File: config.mk
export PLATFORM = sky130hd
export DESIGN_NAME = kmuf_ram
export DESIGN_NICKNAME = d
export VERILOG_FILES = /design/src/design/kmuf_ram.sv
export SDC_FILE = /design/constraint.sdc
export NUM_CORES = 1
export LEC_CHECK = 0
export ABC_AREA = 1
export BUFFER_PORTS_ARGS = -buffer_cell sky130_fd_sc_hd__buf_2
export CAP_MARGIN = 25
export CORE_MARGIN = 2
export CORE_UTILIZATION = 35
export CTS_CLUSTER_DIAMETER = 150
export CTS_CLUSTER_SIZE = 10
export DETAILED_ROUTE_END_ITERATION = 8
export HOLD_SLACK_MARGIN = 0.02
export SYNTH_ARGS = -nofsm -noshare
export SYNTH_HDL_FRONTEND = slang
export SYNTH_SLANG_ARGS = --single-unit
File: constraint.sdc
create_clock -name clk -period 3.8 [get_ports clk]
set_input_delay 0.76 -clock clk [delete_from_list [all_inputs] [get_ports clk]]
set_output_delay 0.76 -clock clk [all_outputs]
set_load 0.02 [all_outputs]
File: src/design/kmuf_ram.sv
// ----------------------------------------------------------------------------
// kmuf_ram
// Simple dual-port memory: one write port, one read port, registered read.
// ----------------------------------------------------------------------------
module kmuf_ram #(
  parameter int DEPTH = 64,
  parameter int WIDTH = 8,
  localparam int AW = (DEPTH > 1) ? $clog2(DEPTH) : 1
) (
  input  logic             clk,
  input  logic             we,
  input  logic [AW-1:0]    waddr,
  input  logic [WIDTH-1:0] wdata,
  input  logic [AW-1:0]    raddr,
  output logic [WIDTH-1:0] rdata
);

  logic [WIDTH-1:0] mem [DEPTH];

  // write port
  always_ff @(posedge clk) begin
    if (we) begin
      mem[waddr] <= wdata;
    end
  end

  // registered read port
  always_ff @(posedge clk) begin
    rdata <= mem[raddr];
  end

endmodule

==> results.toml <==
[outcome]
outcome = "finished clean"

[place]
port_buffers = 29
dp_hpwl_mm = 32.1
dp_cells = 2593
place_area_um2 = 22400
gp_congestion = 0.810
pre_cts_slack_ns = 1.03

[timing]
finalCriticalPeriod_ns = 2.21
rsz0062_at_grt = "no"
setup_viol_count_final = 0
tns_ns = 0
slew_headroom = 0.376
hold_slack_ns = 0.526
clock.fmax_mhz = 453
worst_slack_ns = 1.59
hold_viol = 0
finalCritPeriodShare = 0.581
finClkSkew_ns = 0.0274
finalMaxSlewViolations = 0
worst_pin_slew_ns = 0.937

[worst_setup_path]
cp_slowest_cell = "buf_4"
required_ns = 4.29
cp_num_buf_inv = 3
path_max_fanout = 46
start_kind = "input port"
path_common_cell = "nand3_1"
path_delay_family = "buffers and inverters"
critPathArrivalTime_ns = 2.70
slowest_delay_ns = 0.43
end_kind = "register"
crit_type = "input port to register"
worstPathCellList = "buf_4, inv_4, buf_4, nand3_1, nand3_1, nand2_1, nand2_1, nand3_1, nand3_1, nand2_1"

[global_routing]
met1_usage = 0.259
globalRouteMet2Util = 0.272
grt-ovfl-total = 0
groute.layer.met3.usage = 0.0284
grt_pass1_vias = 13472
grt_pass1_wl_mm = 84.9
grt-busiest-layer = "met2"
grt.total_usage = 0.177
antenna_found_initial = 1
grt_max_degree = 129

[finish]
layout_common_cells = "nand2_1, edfxtp_1, nand3_1"
area_delta_synth_final_pct = 12.8
fin_util = 0.399
final_cells = 2678
final_common_cell = "nand2_1"
final_area_um2 = 24100
fin_nets = 1896
drive_gt1_frac = 0.0982
fillers = 5672

[clock_tree]
cts_root_buffer = "clkbuf_16"
cts_buffers = 57
cts_hold_buf = 0
h-tree-depth = 2
cts_max_path_buffers = 3
cts.sinks = 520
cts_setup_buffers = 0
path_clk_slew_ns = 0.05
tritoncts = "built"
clkLatencyLatePin_ns = 0.63
cts_resized = 0

[pwr]
ir_drop_mv = 0.310
powerDensity_nw_per_um2 = 496
power.total_mw = 11.9
power_leakage_nw = 8.66

[synth]
syn_area_um2 = 21300
netlist_instances = 1805
yosys.area.top_type = "edfxtp_1"
yosysWarningCount = 0
yosys.area.top_type_share = 0.720
synth_cell_type_count = 16
synth_xor_area_frac = 0
ys_seq_area_frac = 0.728
synth_seq_cells = 520
yosys-mux-area-fraction = 0
synth_compound_area_frac = 0
syn_avg_cell_area_um2 = 11.8
syn_nets = 1827
synth_top_family_by_area = "simple AND/OR/NAND/NOR gates"
yosys-top-cells-area = "edfxtp_1, nand2_1, nand3_1, buf_6, nor2_1"
synthAdderAreaFrac = 0
synth_simple_gate_area_frac = 0.232

[detailed_routing]
route.detailed.wl_per_inst_um = 20.8
dr.pass1.iters = 6
viasPerCell = 5.24
ant_nets = 0
wl_mm = 55.8
vias = 14024
initialDrtViolationCount = 1549
drc = 0

[floorplanning]
die_width_um = 251
die_h_um = 251
rows = 90
dieArea_um2 = 63000
core_area_um2 = 60400
start_util = 0.354
pin_count = 30

[min_path]
hold_class = "input port to register"

[job]
max_cap_violations = 0
==> cells in the mapped netlist <==
cell type	number
nand2_1	648
nor2_1	56
buf_2	37
buf_8	2
buf_6	35
nand4_1	9
nor4_1	8
inv_2	1
buf_4	14
edfxtp_1	512
nand3_1	439
inv_6	1
clkbuf_1	15
inv_1	10
dfxtp_1	8
buf_1	10
==> layer usage <==
metal  part of all wire  vias up
met5            0.00020        -
met4              0.026        2
met3              0.077       84
met2               0.45      570
met1               0.44     6891
li1                   -     6477
==> where the power goes <==
| group | switching [mW] | internal (mW) | total (mW) |
|---|---|---|---|
| Combinational | 0.572 | 0.199 | 0.771 |
| Clock | 2.09 | 2.70 | 4.80 |
| Sequential | 0.0264 | 6.35 | 6.38 |
==> cells by family (layout without fill, tap and decap cells) <==
group | after synthesis | after routing
other | 0 | 2
DFF | 520 | 520
buffers and inverters | 125 | 214
and+or+nand+nor | 1160 | 1160
==> final timing paths <==
kind	from	endpoint	slack, ns	depth (start not counted)
setup / recovery	raddr[1]	rdata[6]$_DFF_P_	1.59	10
hold / removal	wdata[1]	mem[24][1]$_DFFE_PP_	0.53	1
setup reg to reg	mem[11][6]$_DFFE_PP_	rdata[6]$_DFF_P_	2.32	8
hold reg to reg	mem[62][2]$_DFFE_PP_	rdata[2]$_DFF_P_	0.80	8
==> state kept, by name, indices dropped and copies added (netlist names) <==
name   cells
mem      512
rdata      8
==> cell type report <==
cell class,count,area (um2),area share
Sequential cell,520,15500,0.645
Multi-Input combinational cell,1160,4950,0.205
Clock buffer,76,1500,0.0622
Timing Repair Buffer,123,1020,0.0426
Tap cell,782,978,0.0406
Inverter,12,52.6,0.00218
Clock inverter,3,41.3,0.00171
Antenna cell,2,5.00,0.000208
Power figures use the tool's default switching activity.
